File: src/sv/quadrature_knob_led_position_macros.svh
// assertion macros for the quadrature knob led position block
// expects signals named clock and reset in the scope of each use
`ifndef QUADRATURE_KNOB_LED_POSITION_MACROS_SVH
`define QUADRATURE_KNOB_LED_POSITION_MACROS_SVH
`ifndef SYNTH
`define QK_ASSERT(lbl, prop, msg) \
   lbl: assert property (@(posedge clock) disable iff (reset) prop) else $error(msg);
`define QK_ASSERT_NEXT(lbl, cond, prop, msg) \
   lbl: assert property (@(posedge clock) disable iff (reset) cond |=> prop) else $error(msg);
`else
`define QK_ASSERT(lbl, prop, msg)
`define QK_ASSERT_NEXT(lbl, cond, prop, msg)
`endif
`endif

File: src/sv/qkled_pkg.sv
// shared constants and types for the quadrature knob led position block
// no dependencies
package qkled_pkg;

   localparam int LED_WIDTH_DEF  = 16;
   localparam int TIME_WIDTH_DEF = 32;

   // debounce register
   localparam int          DEB_W          = 31;
   localparam logic [30:0] DEBOUNCE_RESET = 31'd1000000;

   // register map
   localparam int          CSR_DATA_W     = 32;
   localparam int          CSR_ADDR_W     = 3;
   localparam logic [2:0]  CSR_DEBOUNCE_ADDR = 3'd0;

   // event kinds
   localparam logic OP_ENC = 1'b0;
   localparam logic OP_BTN = 1'b1;

   // button codes
   localparam logic [4:0] BTN_LEFT  = 5'd2;
   localparam logic [4:0] BTN_RIGHT = 5'd4;

   // quadrature phase codes on pins 1..0
   localparam logic [1:0] PH_00 = 2'd0;
   localparam logic [1:0] PH_01 = 2'd1;
   localparam logic [1:0] PH_10 = 2'd2;
   localparam logic [1:0] PH_11 = 2'd3;

   typedef enum logic [6:0] {
      PH_IDLE = 7'b0000001,
      PH_CW1  = 7'b0000010,
      PH_CW2  = 7'b0000100,
      PH_CW3  = 7'b0001000,
      PH_CCW1 = 7'b0010000,
      PH_CCW2 = 7'b0100000,
      PH_CCW3 = 7'b1000000
   } phase_type;

endpackage

File: src/sv/quadrature_knob_led_position.sv
// path: a transaction is taken into the input register, and its result is written to the result register
// throughput: one transaction per cycle while rsp_stall is low; the input register and the result
//   register are parted, so a new event is taken while a result waits
// reset: synchronous, active high; position, saved position = 1, display on,
//   phase tracker idle, last press time 0, debounce interval 1000000 ticks
// depends on qkled_pkg, qkled_csr, qkled_core
module quadrature_knob_led_position #(
   parameter int LED_WIDTH  = qkled_pkg::LED_WIDTH_DEF,
   parameter int TIME_WIDTH = qkled_pkg::TIME_WIDTH_DEF
) (
   input  logic                               clock,
   input  logic                               reset,
   // configuration port
   input  logic                               csr_psel,
   input  logic                               csr_penable,
   input  logic                               csr_pwrite,
   input  logic [qkled_pkg::CSR_ADDR_W-1:0]   csr_paddr,
   input  logic [qkled_pkg::CSR_DATA_W-1:0]   csr_pwdata,
   output logic [qkled_pkg::CSR_DATA_W-1:0]   csr_prdata,
   output logic                               csr_pready,
   // event transactions
   input  logic                               req_valid,
   output logic                               req_stall,
   input  logic                               req_op,
   input  logic [2:0]                         req_enc_pins,
   input  logic [4:0]                         req_button_pins,
   input  logic [TIME_WIDTH-1:0]              req_timestamp,
   // result transactions
   output logic                               rsp_valid,
   input  logic                               rsp_stall,
   output logic [LED_WIDTH-1:0]               rsp_led_drive,
   output logic                               rsp_display_enabled,
   output logic [LED_WIDTH-1:0]               rsp_led_position
);

   // debounce interval, held in the register file
   logic [qkled_pkg::DEB_W-1:0] debounce_ticks;

   // register file: one writable register at byte offset zero
   qkled_csr u_csr (
      .clock          (clock),
      .reset          (reset),
      .csr_psel       (csr_psel),
      .csr_penable    (csr_penable),
      .csr_pwrite     (csr_pwrite),
      .csr_paddr      (csr_paddr),
      .csr_pwdata     (csr_pwdata),
      .csr_prdata     (csr_prdata),
      .csr_pready     (csr_pready),
      .debounce_ticks (debounce_ticks)
   );

   // datapath: press debounce and display toggle first, then the
   // quadrature phase step, or a button rotation for button events
   qkled_core #(
      .LED_WIDTH  (LED_WIDTH),
      .TIME_WIDTH (TIME_WIDTH)
   ) u_core (
      .clock               (clock),
      .reset               (reset),
      .debounce_ticks      (debounce_ticks),
      .req_valid           (req_valid),
      .req_stall           (req_stall),
      .req_op              (req_op),
      .req_enc_pins        (req_enc_pins),
      .req_button_pins     (req_button_pins),
      .req_timestamp       (req_timestamp),
      .rsp_valid           (rsp_valid),
      .rsp_stall           (rsp_stall),
      .rsp_led_drive       (rsp_led_drive),
      .rsp_display_enabled (rsp_display_enabled),
      .rsp_led_position    (rsp_led_position)
   );

endmodule

File: src/sv/qkled_csr.sv
// configuration register file: debounce interval
// depends on qkled_pkg
module qkled_csr (
   input  logic                               clock,
   input  logic                               reset,
   input  logic                               csr_psel,
   input  logic                               csr_penable,
   input  logic                               csr_pwrite,
   input  logic [qkled_pkg::CSR_ADDR_W-1:0]   csr_paddr,
   input  logic [qkled_pkg::CSR_DATA_W-1:0]   csr_pwdata,
   output logic [qkled_pkg::CSR_DATA_W-1:0]   csr_prdata,
   output logic                               csr_pready,
   output logic [qkled_pkg::DEB_W-1:0]        debounce_ticks
);

   logic [qkled_pkg::DEB_W-1:0] debounce_ff;
   logic [qkled_pkg::DEB_W-1:0] debounce_in;
   logic                        hit;

   assign hit        = (csr_paddr == qkled_pkg::CSR_DEBOUNCE_ADDR);
   assign csr_pready = 1'b1;

   always_comb begin
      debounce_in = debounce_ff;
      if (csr_psel && csr_penable && csr_pwrite && hit) begin
         debounce_in = csr_pwdata[qkled_pkg::DEB_W-1:0];
      end
   end

   always_ff @(posedge clock) begin
      if (reset) begin
         debounce_ff <= qkled_pkg::DEBOUNCE_RESET;
      end else begin
         debounce_ff <= debounce_in;
      end
   end

   assign csr_prdata     = hit ? qkled_pkg::CSR_DATA_W'(debounce_ff) : '0;
   assign debounce_ticks = debounce_ff;

endmodule

File: src/sv/qkled_core.sv
// event datapath: input register, state update logic, result register
// depends on qkled_pkg and quadrature_knob_led_position_macros.svh
`include "quadrature_knob_led_position_macros.svh"
module qkled_core #(
   parameter int LED_WIDTH  = qkled_pkg::LED_WIDTH_DEF,
   parameter int TIME_WIDTH = qkled_pkg::TIME_WIDTH_DEF
) (
   input  logic                        clock,
   input  logic                        reset,
   input  logic [qkled_pkg::DEB_W-1:0] debounce_ticks,
   input  logic                        req_valid,
   output logic                        req_stall,
   input  logic                        req_op,
   input  logic [2:0]                  req_enc_pins,
   input  logic [4:0]                  req_button_pins,
   input  logic [TIME_WIDTH-1:0]       req_timestamp,
   output logic                        rsp_valid,
   input  logic                        rsp_stall,
   output logic [LED_WIDTH-1:0]        rsp_led_drive,
   output logic                        rsp_display_enabled,
   output logic [LED_WIDTH-1:0]        rsp_led_position
);

   localparam int CmpW = (TIME_WIDTH > qkled_pkg::DEB_W) ? TIME_WIDTH : qkled_pkg::DEB_W;
   localparam logic [LED_WIDTH-1:0] LedTop = {1'b1, {(LED_WIDTH-1){1'b0}}};
   localparam logic [LED_WIDTH-1:0] LedOne = LED_WIDTH'(1);

   function automatic logic [LED_WIDTH-1:0] rot_left(input logic [LED_WIDTH-1:0] p);
      return p[LED_WIDTH-1] ? LedOne : {p[LED_WIDTH-2:0], 1'b0};
   endfunction

   function automatic logic [LED_WIDTH-1:0] rot_right(input logic [LED_WIDTH-1:0] p);
      return (p > LedOne) ? (p >> 1) : LedTop;
   endfunction

   // input register
   logic                  in_valid_ff, in_valid_in;
   logic                  in_op_ff;
   logic [2:0]            in_enc_ff;
   logic [4:0]            in_btn_ff;
   logic [TIME_WIDTH-1:0] in_ts_ff;

   // tracker state
   qkled_pkg::phase_type  phase_ff, phase_in;
   logic [LED_WIDTH-1:0]  pos_ff, pos_in;
   logic [LED_WIDTH-1:0]  saved_ff, saved_in;
   logic                  shown_ff, shown_in;
   logic [TIME_WIDTH-1:0] last_ff, last_in;

   // result register
   logic                  out_valid_ff, out_valid_in;
   logic [LED_WIDTH-1:0]  out_drive_ff;
   logic                  out_shown_ff;
   logic [LED_WIDTH-1:0]  out_pos_ff;

   logic                  take_in;
   logic                  adv;
   logic [TIME_WIDTH-1:0] diff;
   logic                  press_take;
   logic [LED_WIDTH-1:0]  pos_press;
   logic                  step_right, step_left;
   qkled_pkg::phase_type  phase_step;
   logic                  out_in_step;

   assign adv       = in_valid_ff && (!out_valid_ff || !rsp_stall);
   assign req_stall = in_valid_ff && out_valid_ff && rsp_stall;
   assign take_in   = req_valid && !req_stall;

   always_comb begin
      in_valid_in = in_valid_ff;
      if (take_in) begin
         in_valid_in = 1'b1;
      end else if (adv) begin
         in_valid_in = 1'b0;
      end
   end

   // debounce: wrapped difference read as signed, strictly above the interval
   assign diff       = in_ts_ff - last_ff;
   assign press_take = adv && (in_op_ff == qkled_pkg::OP_ENC) && in_enc_ff[2]
                       && !diff[TIME_WIDTH-1]
                       && (CmpW'(diff) > CmpW'(debounce_ticks));

   assign pos_press = (press_take && !shown_ff) ? saved_ff : pos_ff;

   // phase tracker
   always_comb begin
      phase_step = phase_ff;
      step_right = 1'b0;
      step_left  = 1'b0;
      case (phase_ff)
         qkled_pkg::PH_IDLE: begin
            if (in_enc_ff[1:0] == qkled_pkg::PH_01) phase_step = qkled_pkg::PH_CW1;
            else if (in_enc_ff[1:0] == qkled_pkg::PH_10) phase_step = qkled_pkg::PH_CCW1;
         end
         qkled_pkg::PH_CW1: begin
            if (in_enc_ff[1:0] == qkled_pkg::PH_00) phase_step = qkled_pkg::PH_CW2;
            else if (in_enc_ff[1:0] == qkled_pkg::PH_11) phase_step = qkled_pkg::PH_IDLE;
         end
         qkled_pkg::PH_CW2: begin
            if (in_enc_ff[1:0] == qkled_pkg::PH_10) phase_step = qkled_pkg::PH_CW3;
            else if (in_enc_ff[1:0] == qkled_pkg::PH_01) phase_step = qkled_pkg::PH_CW1;
         end
         qkled_pkg::PH_CW3: begin
            if (in_enc_ff[1:0] == qkled_pkg::PH_11) begin
               phase_step = qkled_pkg::PH_IDLE;
               step_right = 1'b1;
            end else if (in_enc_ff[1:0] == qkled_pkg::PH_00) begin
               phase_step = qkled_pkg::PH_CW2;
            end
         end
         qkled_pkg::PH_CCW1: begin
            if (in_enc_ff[1:0] == qkled_pkg::PH_00) phase_step = qkled_pkg::PH_CCW2;
            else if (in_enc_ff[1:0] == qkled_pkg::PH_11) phase_step = qkled_pkg::PH_IDLE;
         end
         qkled_pkg::PH_CCW2: begin
            if (in_enc_ff[1:0] == qkled_pkg::PH_01) phase_step = qkled_pkg::PH_CCW3;
            else if (in_enc_ff[1:0] == qkled_pkg::PH_10) phase_step = qkled_pkg::PH_CCW1;
         end
         qkled_pkg::PH_CCW3: begin
            if (in_enc_ff[1:0] == qkled_pkg::PH_11) begin
               phase_step = qkled_pkg::PH_IDLE;
               step_left  = 1'b1;
            end else if (in_enc_ff[1:0] == qkled_pkg::PH_00) begin
               phase_step = qkled_pkg::PH_CCW2;
            end
         end
         default: phase_step = phase_ff;
      endcase
   end

   // next state
   always_comb begin
      phase_in = phase_ff;
      pos_in   = pos_ff;
      saved_in = saved_ff;
      shown_in = shown_ff;
      last_in  = last_ff;
      if (press_take) begin
         last_in  = in_ts_ff;
         shown_in = !shown_ff;
         if (shown_ff) saved_in = pos_ff;
      end
      if (adv) begin
         if (in_op_ff == qkled_pkg::OP_ENC) begin
            phase_in = phase_step;
            if (step_right)     pos_in = rot_right(pos_press);
            else if (step_left) pos_in = rot_left(pos_press);
            else                pos_in = pos_press;
         end else begin
            if (in_btn_ff == qkled_pkg::BTN_LEFT)       pos_in = rot_left(pos_ff);
            else if (in_btn_ff == qkled_pkg::BTN_RIGHT) pos_in = rot_right(pos_ff);
         end
      end
   end

   always_comb begin
      out_valid_in = out_valid_ff;
      if (adv) begin
         out_valid_in = 1'b1;
      end else if (!rsp_stall) begin
         out_valid_in = 1'b0;
      end
   end

   always_ff @(posedge clock) begin
      if (reset) begin
         in_valid_ff  <= 1'b0;
         out_valid_ff <= 1'b0;
         phase_ff     <= qkled_pkg::PH_IDLE;
         pos_ff       <= LedOne;
         saved_ff     <= LedOne;
         shown_ff     <= 1'b1;
         last_ff      <= '0;
      end else begin
         in_valid_ff  <= in_valid_in;
         out_valid_ff <= out_valid_in;
         phase_ff     <= phase_in;
         pos_ff       <= pos_in;
         saved_ff     <= saved_in;
         shown_ff     <= shown_in;
         last_ff      <= last_in;
      end
   end

   always_ff @(posedge clock) begin
      if (take_in) begin
         in_op_ff  <= req_op;
         in_enc_ff <= req_enc_pins;
         in_btn_ff <= req_button_pins;
         in_ts_ff  <= req_timestamp;
      end
      if (adv) begin
         out_drive_ff <= shown_in ? pos_in : '0;
         out_shown_ff <= shown_in;
         out_pos_ff   <= pos_in;
      end
   end

   assign rsp_valid           = out_valid_ff;
   assign rsp_led_drive       = out_drive_ff;
   assign rsp_display_enabled = out_shown_ff;
   assign rsp_led_position    = out_pos_ff;

   assign out_in_step = (out_shown_ff == shown_ff) && (out_pos_ff == pos_ff);

   `QK_ASSERT(a_pos_onehot, $onehot(pos_ff), "position is not one-hot")
   `QK_ASSERT(a_stall_full, !req_stall || in_valid_ff, "stall with empty input register")
   `QK_ASSERT_NEXT(a_adv_result, adv, out_valid_ff, "advanced item left no result")
   `QK_ASSERT(a_out_tracks, !out_valid_ff || out_in_step, "result register out of step")

endmodule
File: config.mk
export PLATFORM = sky130hd
export DESIGN_NAME = quadrature_knob_led_position
export DESIGN_NICKNAME = d
export VERILOG_FILES = /design/src/sv/qkled_pkg.sv /design/src/sv/quadrature_knob_led_position.sv /design/src/sv/qkled_csr.sv /design/src/sv/qkled_core.sv
export VERILOG_INCLUDE_DIRS = /design/src /design/src/sv
export SDC_FILE = /design/constraint.sdc
export NUM_CORES = 1
export LEC_CHECK = 0
export BUFFER_PORTS_ARGS = -buffer_cell sky130_fd_sc_hd__buf_2
export CAP_MARGIN = 30
export CORE_UTILIZATION = 45
export DETAILED_ROUTE_END_ITERATION = 10
export PLACE_DENSITY_LB_ADDON = 0.08
export SYNTH_ARGS = -nofsm -noshare
export SYNTH_HDL_FRONTEND = slang
export SYNTH_HIERARCHICAL = 1
export SYNTH_SLANG_ARGS = --single-unit
File: constraint.sdc
create_clock -name clock -period 8.87 [get_ports clock]
set_input_delay 0.887 -clock clock [delete_from_list [all_inputs] [get_ports clock]]
set_output_delay 0.887 -clock clock [all_outputs]
set_load 0.02 [all_outputs]
==> run summary, run 1 <==
In this run the post-CTS setup repair buffer count came out at 0. The worst endpoint required time came out at 9.04 ns. The slew at the pin closest to its max-slew limit came out at 0.988 ns. The total of hold buffers inserted after clock tree synthesis is 0. Measured in cells, the most critical reg-to-reg path has a length of 32. The area of all placed cells without fillers is 12300 µm².

The floorplan has 56 rows. The longest clock path from root to sink contains 2 buffers. During synthesis, Yosys emitted a total of 6 warnings.

The first-pass GRT wire length is 40400 µm. For this run, the total global-route usage over all layers was measured as 20.9%. The number of cells in the finished layout apart from fillers is 1599. In this run the worst hold path is classified as register to register.

The fill cell instance count of the final layout came out at 2268. Once detail routing completed, the nets flagged for antenna violations numbered 0. Counting the buffers created by CTS gives 17. The maximum operating frequency came out at 131 MHz. The biggest cell delay along the critical path is 0.57 ns.

The most used flip-flop cell after synthesis is dfxtp_1. The effective utilization at floorplan is 45.9%. The total cell area at the placement stage came out at 11700 µm². Among all stages on the critical path, the largest delay is contributed by a311oi_1. The die outline height came out at 157 µm. The instance count of the mapped netlist came out at 1154. The post-synthesis cell type count came out at 76.

The number of antenna violations at the first check in global routing came out at 0. The detailed router finished its first iteration with 541 violations. The flow ran to the end, and the final reports show no timing, DRC or antenna violations. Broken down by cell family, the worst path's largest delay share belongs to compound AO/OA/AOI/OAI gates. The final count of hold timing violations came out at 0.

The area of the core came out at 23500 µm². The kind of capture point of the worst setup path is a register. The mean cell area of the mapped netlist is 9.37 µm². Dividing the detail-routed wire length by the instance count gives 15.7 µm. The via count of the routed design is 8262. During I/O placement, the number of pins put on the boundary was 151. The data arrival time of the worst path is 7.80 ns. The cell total after placement came out at 1567. The number of search-and-repair iterations in the first detailed-routing pass came out at 5. The leakage power figure is 4.90 nW.

The relative max-transition margin came out at 34.1%. IR analysis of the VDD net gives a maximum drop of 0.105 mV. Yosys mapped a number of flops with a built-in enable equal to 74.

After legalization and detailed placement, the total HPWL measured 18200 µm. The CTS H-tree depth came out at 4. From synthesis to final layout, the design area changed by 14.0%.

The accumulated negative setup slack is 0 ns. The final weighted congestion in routability-driven placement came out at 0.869. The area used by multi-input combinational logic came out at 5840 µm². The total power consumption of the routed design came out at 1.94 mW. The number of buffers and inverters on the critical path is 4.

The post-layout minimum cycle time came out at 7.63 ns. The worst register-to-register path begins at u_core/in_ts_ff[0]$_DFFE_PP_. On the final layout, the worst clock skew is 0.0115 ns.

The area enclosed by the die boundary came out at 24600 µm². The worst setup path is launched from a register. From left edge to right edge, the die measures 157 µm.

The total inserted antenna cells came out at 0. The maximum number of pins on one net before global-route repair came out at 79. The critical-path maximum fanout came out at 17. The setup-violating endpoint count in the final report is 0. The register-to-register setup slack is 1.24 ns. The aggregate routed wire length is 25200 µm. The register bit total from synthesis came out at 179. The clock drives 179 sinks. The power per standard cell area is 158 nW/µm². The cell area after synthesis is 10800 µm².

Setup repair after global routing left no endpoint under its margin. The number of vias per cell is 5.17. The clock reaches the later pin of the worst-skew pair after 0.43 ns. In this run the critical register-to-register path is captured at u_core/rsp_led_position[14]$_DFFE_PP_. The number of maximum-capacitance violations came out at 0. The sequential cells in the finished layout cover a total of 4320 µm². Clock-pin slew was measured on the worst setup and hold paths at 0.08 ns. CTS placed an instance of clkbuf_16 at the clock tree root. Along the worst hold path, the cell count comes to 2. The number of buffers added on ports is 147. The total grt overflow came out at 0. The number of resized instances in the post-cts repair step came out at 0. The path type of the worst setup path is register to register. The number of max-slew violations in the final report came out at 0.

The synthesized netlist net count is 1306. The CTS tree is built. Of the cells placed in the final design, the portion with a size suffix greater than 1 is 16.8%. The number of global-route vias before repair is 7885.

The path with the worst hold slack has its endpoint at u_core/last_ff[29]$_SDFFE_PP0N_. The launch instance of the worst min-delay path is u_core/last_ff[29]$_SDFFE_PP0N_. The final core utilization came out at 52.3%. Of the synthesized area, sequential elements account for 40.0%. The layout net count came out at 1419. The post-route clock period utilization came out at 86.1%. The final routed DRC violation total came out at 0.

The fraction of synthesis flops using an asynchronous set or reset pin is 0%.
## synth_stat cells, types with 5 or more instances
library cell,number,share of area (%)
a211o_1,6,0.49
a211oi_1,10,0.69
a21o_1,12,0.83
a21oi_1,61,2.8
a31oi_1,12,0.69
and2_1,45,2.6
and3_1,5,0.29
buf_2,10,0.46
clkbuf_1,44,1.5
dfxtp_1,105,19
edfxtp_1,74,21
ha_1,68,7.9
inv_1,80,2.8
mux2_2,6,0.62
mux2i_1,103,9.5
nand2_1,51,1.8
nand2b_1,123,7.1
nand3_1,18,0.83
nand3b_1,6,0.42
nand4_1,12,0.69
nor2_1,91,3.2
nor2b_1,18,1.0
nor3_1,17,0.79
nor4_1,9,0.52
o211ai_1,9,0.62
o21a_1,6,0.42
o21ai_0,31,1.4
o21ai_1,6,0.28
o21bai_1,5,0.35
o22ai_1,6,0.35
xnor2_1,18,1.5
xor2_1,12,0.97
## stage by stage
stage / hold slack, ns / worst slack (ns)
after global routing: 0.492 / 0.695
after detailed placement: 0.465 / 1.29
after floorplan: 0.449 / 2.38
final: 0.471 / 1.24
after global placement: 0.459 / 1.40
after CTS: 0.477 / 1.27
## how the worst max path moves through the flow
stage	to	depth (start not counted)	start
finish	u_core/rsp_led_position[14]$_DFFE_PP_	32	u_core/in_ts_ff[0]$_DFFE_PP_
global route	u_core/rsp_led_position[14]$_DFFE_PP_	32	u_core/in_ts_ff[0]$_DFFE_PP_
CTS	u_core/rsp_led_position[14]$_DFFE_PP_	32	u_core/in_ts_ff[0]$_DFFE_PP_
detailed placement	u_core/rsp_led_position[14]$_DFFE_PP_	32	u_core/in_ts_ff[0]$_DFFE_PP_
global placement	u_core/rsp_led_drive[14]$_SDFFCE_PN0P_	32	u_core/in_ts_ff[0]$_DFFE_PP_
floorplan	u_core/rsp_led_drive[13]$_SDFFCE_PN0P_	33	u_core/in_ts_ff[0]$_DFFE_PP_
## power by group
group,switching (mW),leakage (nW),internal [mW]
Combinational,0.158,3.05,0.117
Clock,0.365,0.288,0.401
Sequential,0.0180,1.57,0.886
## cells in the final DEF, fill, tap and decap left out, types with 12 or more instances in the layout
cell / n
a21o_1: 12
a21oi_1: 61
a31oi_1: 12
and2_1: 45
buf_2: 146
clkbuf_16: 17
dfxtp_1: 105
edfxtp_1: 74
ha_1: 68
inv_1: 80
mux2i_1: 103
nand2_1: 51
nand2b_1: 123
nand3_1: 18
nand4_1: 12
nor2_1: 91
nor2b_1: 17
nor3_1: 17
o21ai_0: 31
xnor2_1: 18
xor2_1: 12
## routing by layer
metal	up-vias	track usage (%)	share of wire (%)
li1	4251	-	-
met1	3822	26.4	46
met2	158	36.8	49
met3	31	3.33	3.5
met4	0	5.84	1.5
met5	-	0	0
## sequential cells by signal, summed over array words and instances, names as in the netlist
name                        count
u_core/in_btn_ff                5
u_core/in_enc_ff                3
u_core/in_op_ff                 1
u_core/in_ts_ff                32
u_core/in_valid_ff              1
u_core/last_ff                 32
u_core/phase_ff                 7
u_core/pos_ff                  16
u_core/rsp_display_enabled      1
u_core/rsp_led_drive           16
u_core/rsp_led_position        16
u_core/rsp_valid                1
u_core/saved_ff                16
u_core/shown_ff                 1
u_csr/debounce_ticks           31
## cell type report
cell class | instances | share of cell area [%]
Clock buffer | 17 | 3.45
Clock inverter | 15 | 1.34
Inverter | 82 | 2.50
Multi-Input combinational cell | 828 | 47.4
Sequential cell | 179 | 35.1
Tap cell | 319 | 3.24
Timing Repair Buffer | 159 | 6.95
## kinds of logic (layout without fill, tap and decap cells)
kind of cell | count (synthesis) | count (layout) | share of synthesized area [%]
AOI/OAI and AO/OA | 204 | 204 | 12.4
xor gates and xnor gates | 30 | 30 | 2.43
adders and majority gates | 69 | 69 | 8.06
buffers and inverters | 147 | 273 | 6.02
DFF | 179 | 179 | 40.0
muxes | 110 | 110 | 10.4
other | 2 | 2 | 0.0695
and+or+nand+nor | 413 | 413 | 20.7
## worst register-to-register path, delay by kind of cell, from the launching register on
kind	cells	cell delay (ns)
AOI/OAI and AO/OA	14	3.49
adders and majority gates	4	1.16
and+or+nand+nor	7	1.16
muxes	2	0.57
buffers and inverters	4	0.50
DFF	1	0.39
xor gates and xnor gates	1	0.09
Note: power is estimated with default switching activity, not from simulation.
==> inputs of run 2 (changes only) <==
PLACE_DENSITY = 0.65   (was default)
PLACE_DENSITY_LB_ADDON = default   (was 0.08)
==> run summary, run 2 (synthesis gave the netlist of run 1 again) <==
The CTS H-tree depth was 4 (unchanged). The total of hold buffers inserted after clock tree synthesis was 0 (unchanged). The number of maximum-capacitance violations came to 0 (unchanged). The number of global-route vias before repair is 8021 (+1.7%). The area of all placed cells without fillers came out at 12300 µm² (about the same). The relative max-transition margin is 36.7% (+2.6 points). The final count of hold timing violations is 0 (unchanged). The HPWL reported at the end of detailed placement came to 17700 µm (-2.4%).

The post-CTS setup buffer count is 0 (unchanged). The run finished with clean final reports. The effective utilization at floorplan is 45.9% (unchanged). TritonCTS built the clock tree. CTS placed an instance of clkbuf_16 at the clock tree root.

The critical-path maximum fanout was 13 (-4). The aggregate routed wire length is 25000 µm (-0.52%). The worst setup path is captured at a register. The post-layout minimum cycle time was 7.64 ns (+0.00225 ns).

The number of buffers on the longest clock path was 2 (unchanged). The number of core rows came to 56 (unchanged). The total power consumption of the routed design is 1.94 mW (-0.11%). The total grt overflow came out at 0 (unchanged). The worst setup slack after layout is 1.23 ns (-0.00225 ns).

The worst setup path is launched from a register. The total number of clock tree sinks is 179 (unchanged). The total cell area at the placement stage is 11700 µm² (-0.31%). The leakage power figure was 4.89 nW (-0.39%). The number of buffers added on ports came out at 147 (unchanged).

The maximum operating frequency is 131 MHz (about the same). The most critical setup path has its startpoint at u_core/in_ts_ff[0]$_DFFE_PP_. The post-route clock period utilization is 86.1% (about the same). The total routing usage reported by global routing came out at 20.7% (-0.26 points).

The number of antenna violations at the first check in global routing came out at 0 (unchanged). The maximum number of pins on one net before global-route repair came out at 104 (+32%). The area enclosed by the die boundary is 24600 µm² (unchanged). The power per standard cell area came out at 158 nW/µm² (about the same). The data arrival time of the worst path is 7.81 ns (about the same). In this run the critical register-to-register path is launched from u_core/in_ts_ff[0]$_DFFE_PP_. The total inserted antenna cells is 0 (unchanged).

The detailed-route wire length per cell came out at 15.7 µm (-0.39%). The top cell types in the final layout, fill and taps aside, are buf_2, nand2b_1, dfxtp_1. The accumulated negative setup slack came out at 0 ns (unchanged). The number of max-slew violations in the final report was 0 (unchanged). The number of search-and-repair iterations in the first detailed-routing pass came out at 5 (unchanged). On the critical path, the stage with the largest delay is an instance of a311oi_1. The die outline height came out at 157 µm (unchanged). The final worst clock skew came out at 0.0119 ns (+0.000408 ns). The synthesis-to-finish area growth is 13.9% (about the same).

The area used by multi-input combinational logic is 5850 µm² (+0.11%). The setup-violating endpoint count in the final report is 0 (unchanged). Counting stages on the worst path, the most repeated cell is nor2_1.

The count of pins on the block boundary came out at 151 (unchanged). The number of violations reported at the end of detailed-routing iteration 0 is 584 (+7.9%). The worst supply voltage drop on vdd is 0.112 mV (+6.1%). The number of resized instances in the post-cts repair step was 0 (unchanged).

The clock slew at the register clock pins of the worst setup and hold paths came to 0.08 ns (about the same). The biggest cell delay along the critical path is 0.56 ns (about the same). The final antenna-violating net count came out at 0 (unchanged). The tightest min-delay check is of the register to register type.

The area of the core is 23500 µm² (unchanged). The fill cell instance count of the final layout came to 2192 (-3.4%). The final routed DRC violation total came out at 0 (unchanged).

The startpoint identified for the worst hold timing path is u_core/last_ff[5]$_SDFFE_PP0N_. The slew at the pin closest to its max-slew limit is 0.950 ns (-0.0385 ns). Setup repair after global routing left no endpoint under its margin.

The number of vias per cell is 5.27 (+2.0%). The via count of the routed design came out at 8420 (+1.9%). The flip-flop and latch area came out at 4320 µm² (unchanged). The layout net count came to 1417 (-0.14%). The share of final-layout standard cells stronger than drive strength 1 came to 16.7% (-0.13 points). The critical path is of the register to register type.

Leaving out fill and tap cells, the most frequent cell in the layout is buf_2. The number of buffers inserted during clock tree synthesis is 17 (unchanged). The placement-stage worst setup slack is 1.30 ns (+0.0117 ns). The insertion delay to the later sink of the worst-skew pair is 0.44 ns (about the same).

The worst endpoint required time came out at 9.04 ns (about the same). The final weighted congestion in routability-driven placement is 0.874 (+0.53%). The first-pass GRT wire length is 40000 µm (-0.79%). The die outline width was 157 µm (unchanged).
## run 2: changes by cell type in the layout (fill, tap and decap cells not counted), sizes merged
| cell | change |
|---|---|
| clkinvlp | +2 |
| clkinv | -1 |
| buf | -2 |
| inv | -2 |
| clkbuf | +1 |
## run 2: final cells by class
cell class / instances / area share (%)
Sequential cell: 179 / 35.1
Timing Repair Buffer: 157 / 6.77
Multi-Input combinational cell: 828 / 47.5
Inverter: 82 / 2.50
Clock inverter: 14 / 1.38
Clock buffer: 18 / 3.49
Tap cell: 319 / 3.24
## run 2: worst max-delay path, delay by kind of cell (launching register included)
family                   cells  cell delay (ns)
AO/OA/AOI/OAI               14             3.35
adder cells (fa/ha/maj)      4             1.39
AND/OR/NAND/NOR              8             1.18
multiplexers                 2             0.52
buffers and inverters        3             0.45
flip-flops                   1             0.39
XOR/XNOR                     1             0.10
## run 2: final timing paths
check / end / slack (ns) / cells past startpoint
setup / recovery: u_core/rsp_led_drive[14]$_SDFFCE_PN0P_ / 1.23 / 32
hold / removal: u_core/last_ff[5]$_SDFFE_PP0N_ / 0.48 / 2
hold reg to reg: u_core/last_ff[5]$_SDFFE_PP0N_ / 0.48 / 2
setup reg to reg: u_core/rsp_led_drive[14]$_SDFFCE_PN0P_ / 1.23 / 32
## run 2: metrics by stage
step | hold slack (ns) | instances | utilization, %
floorplan | 0.449 | 1154 | -
global placement | 0.457 | 1563 | 49.6
detailed placement | 0.469 | 1564 | 49.7
CTS | 0.480 | 1596 | 52.2
global route | 0.493 | 1597 | 52.3
finish | 0.476 | 1597 | 52.3
## run 2: where the power goes
part	switching [mW]	internal, mW	total (mW)
clock	0.362	0.403	0.765
sequential	0.0174	0.886	0.903
combinational	0.158	0.116	0.274
## run 2: layer usage
layer,track usage [%],vias up,wire [µm]
li1,-,4232,-
met1,26.7,3956,11700
met2,35.1,203,11900
met3,3.80,29,988
met4,5.65,0,410
met5,0,-,0
==> inputs of run 3 (changes only) <==
PLACE_DENSITY = 0.68   (was 0.65)
clock period = 7 ns   (was 8.87 ns; I/O delays follow)
==> run summary, run 3 (synthesis gave the netlist of run 1 again) <==
The clock slew at the register clock pins of the worst setup and hold paths came out at 0.08 ns (about the same). The leakage power figure came out at 4.96 nW (+1.4%). The die outline width came out at 157 µm (unchanged).

The power per standard cell area is 198 nW/µm² (+25%). The final weighted congestion in routability-driven placement is 0.883 (+1.0%). The layout net count came out at 1429 (+0.85%).

The critical-path maximum fanout is 16 (+3). STA classifies the critical path endpoint as a register. The CTS H-tree depth was 4 (unchanged).

The share of final-layout standard cells stronger than drive strength 1 is 18.2% (+1.6 points). The number of cells in the finished layout apart from fillers came out at 1609 (+0.75%). The area enclosed by the die boundary was 24600 µm² (unchanged). The accumulated negative setup slack came out at 0 ns (unchanged). The switching portion of total power came out at 27.7% (about the same). The share of power burned in the clock network came to 39.0% (-0.4 points). The data arrival time of the worst path came to 6.78 ns (-1.03 ns). The synthesis-to-finish area growth came out at 15.3%.

The largest individual stage delay along the critical path comes from the cell a2111o_1. The HPWL reported at the end of detailed placement is 18000 µm (+1.2%). The insertion delay to the later sink of the worst-skew pair came out at 0.44 ns (about the same). The final antenna-violating net count came out at 0 (unchanged).

The total number of clock tree sinks is 179 (unchanged). The cell total after placement is 1577 (+0.83%). The total inserted antenna cells was 0 (unchanged). The number of buffers inserted during clock tree synthesis came out at 17 (unchanged). The portion of total power attributed to sequential cells is 46.4% (about the same). The maximum number of pins on one net before global-route repair is 87 (-16%). The worst setup slack after layout came to 0.420 ns (-0.814 ns).

The post-CTS setup buffer count is 0 (unchanged). The number of buffers added on ports is 147 (unchanged). The aggregate routed wire length came out at 25000 µm (about the same).

In the layout the commonest cells are buf_2, nand2b_1, dfxtp_1. The number of buffers on the longest clock path is 2 (unchanged). The leading cell type in the layout, fill and taps excluded is buf_2. The flow ran to the end, and the final reports show no timing, DRC or antenna violations. The post-route clock period utilization is 94.0% (+7.9 points). The detailed-route wire length per cell is 15.6 µm (-0.78%).

The via count of the routed design is 8496 (+0.90%). The number of max-slew violations in the final report came out at 0 (unchanged). The post-layout minimum cycle time came out at 6.58 ns (-1.06 ns). The worst setup path is launched from a register.

The total routing usage reported by global routing is 20.6% (-0.080 points). The combinational share of power is 14.6% (+0.5 points). The number of vias per cell came out at 5.28 (+0.15%).

The total grt overflow is 0 (unchanged). The number of global-route vias before repair came out at 7972 (-0.61%). The relative max-transition margin is 33.6% (-3.1 points). The area of the core came to 23500 µm² (unchanged). The critical path is of the register to register type. The final core utilization came out at 52.9% (+0.62 points). The biggest cell delay along the critical path is 0.43 ns (-0.13 ns). The die outline height is 157 µm (unchanged). The tree is rooted in a clkbuf_16.

The count of pins on the block boundary is 151 (unchanged). The final routed DRC violation total is 0 (unchanged). The number of maximum-capacitance violations is 0 (unchanged). The slew at the pin closest to its max-slew limit came out at 0.997 ns (+0.0472 ns).

The worst supply voltage drop on vdd came out at 0.117 mV (+5.0%). Setup repair after global routing left no endpoint under its margin. The power spent charging and discharging nets was 0.682 mW (+27%). The placement-stage worst setup slack came out at 0.0471 ns (-1.26 ns). The number of core rows is 56 (unchanged).

The effective utilization at floorplan is 45.9% (unchanged). The final count of hold timing violations is 0 (unchanged). The number of violations reported at the end of detailed-routing iteration 0 is 593 (+1.5%). The setup-violating endpoint count in the final report is 0 (unchanged).

The maximum operating frequency is 152 MHz (+16%). The internal power consumption is 1.78 mW (+27%). The number of antenna violations at the first check in global routing is 0 (unchanged). The final worst clock skew was 0.0156 ns (+0.00364 ns).

The number of search-and-repair iterations in the first detailed-routing pass came out at 5 (unchanged). The path class of the tightest hold or removal check is input port to register. The worst endpoint required time is 7.20 ns (-1.84 ns). The first-pass GRT wire length is 39600 µm (-1.2%). The CTS tree is built.
==> run 3: routing by layer <==
layer	share of wire, %	global-route usage [%]
met2	48	34.6
met5	0	0
met1	47	27.2
met3	3.7	3.06
met4	1.5	6.21
==> run 3: what timing repair did <==
item,4_1_cts,5_1_grt
setup endpoints to repair,1,39
pin swaps,0,1
hold buffers,0,0
gates resized for setup,1,12
==> run 3: cell type report <==
| type | count | area (µm²) |
|---|---|---|
| Tap cell | 319 | 399 |
| Inverter | 82 | 308 |
| Clock inverter | 15 | 163 |
| Sequential cell | 179 | 4320 |
| Multi-Input combinational cell | 828 | 5910 |
| Fill cell | 2187 | 11100 |
| Timing Repair Buffer | 169 | 936 |
| Clock buffer | 17 | 425 |
==> run 3: critical path, delay by kind of cell (launching register included) <==
family | cells | cell delay [ns]
muxes | 2 | 0.44
AOI/OAI and AO/OA | 12 | 2.78
DFF | 1 | 0.40
adders and majority gates | 3 | 0.93
xor gates and xnor gates | 1 | 0.16
buffers and inverters | 2 | 0.32
and+or+nand+nor | 7 | 1.31
==> run 3: final timing paths <==
path	startpoint	depth (start not counted)	slack, ns	endpoint
setup reg to reg	u_core/in_ts_ff[6]$_DFFE_PP_	27	0.42	u_core/rsp_led_drive[12]$_SDFFCE_PN0P_
hold reg to reg	u_core/last_ff[17]$_SDFFE_PP0N_	2	0.48	u_core/last_ff[17]$_SDFFE_PP0N_
hold / removal	req_timestamp[3]	1	0.43	u_core/in_ts_ff[3]$_DFFE_PP_
setup / recovery	u_core/in_ts_ff[6]$_DFFE_PP_	27	0.42	u_core/rsp_led_drive[12]$_SDFFCE_PN0P_
==> run 3: power by group through the flow <==
stage | Combinational, mW | Clock (mW) | Sequential (mW)
after floorplan | 0.240 | 0 | 1.17
after global placement | 0.344 | 0 | 1.17
after detailed placement | 0.352 | 0 | 1.17
after CTS | 0.356 | 0.983 | 1.15
after global routing | 0.399 | 1.02 | 1.15
final | 0.359 | 0.962 | 1.15
==> run 3: through the flow <==
step                total power, mW  cell area (µm²)  hold WS (ns)
finish                         2.47            12500         0.430
CTS                            2.48            12400         0.412
detailed placement             1.52            11800         0.465
floorplan                      1.41            10800         0.449
global placement               1.51            11800         0.458
global route                   2.57            12500         0.413
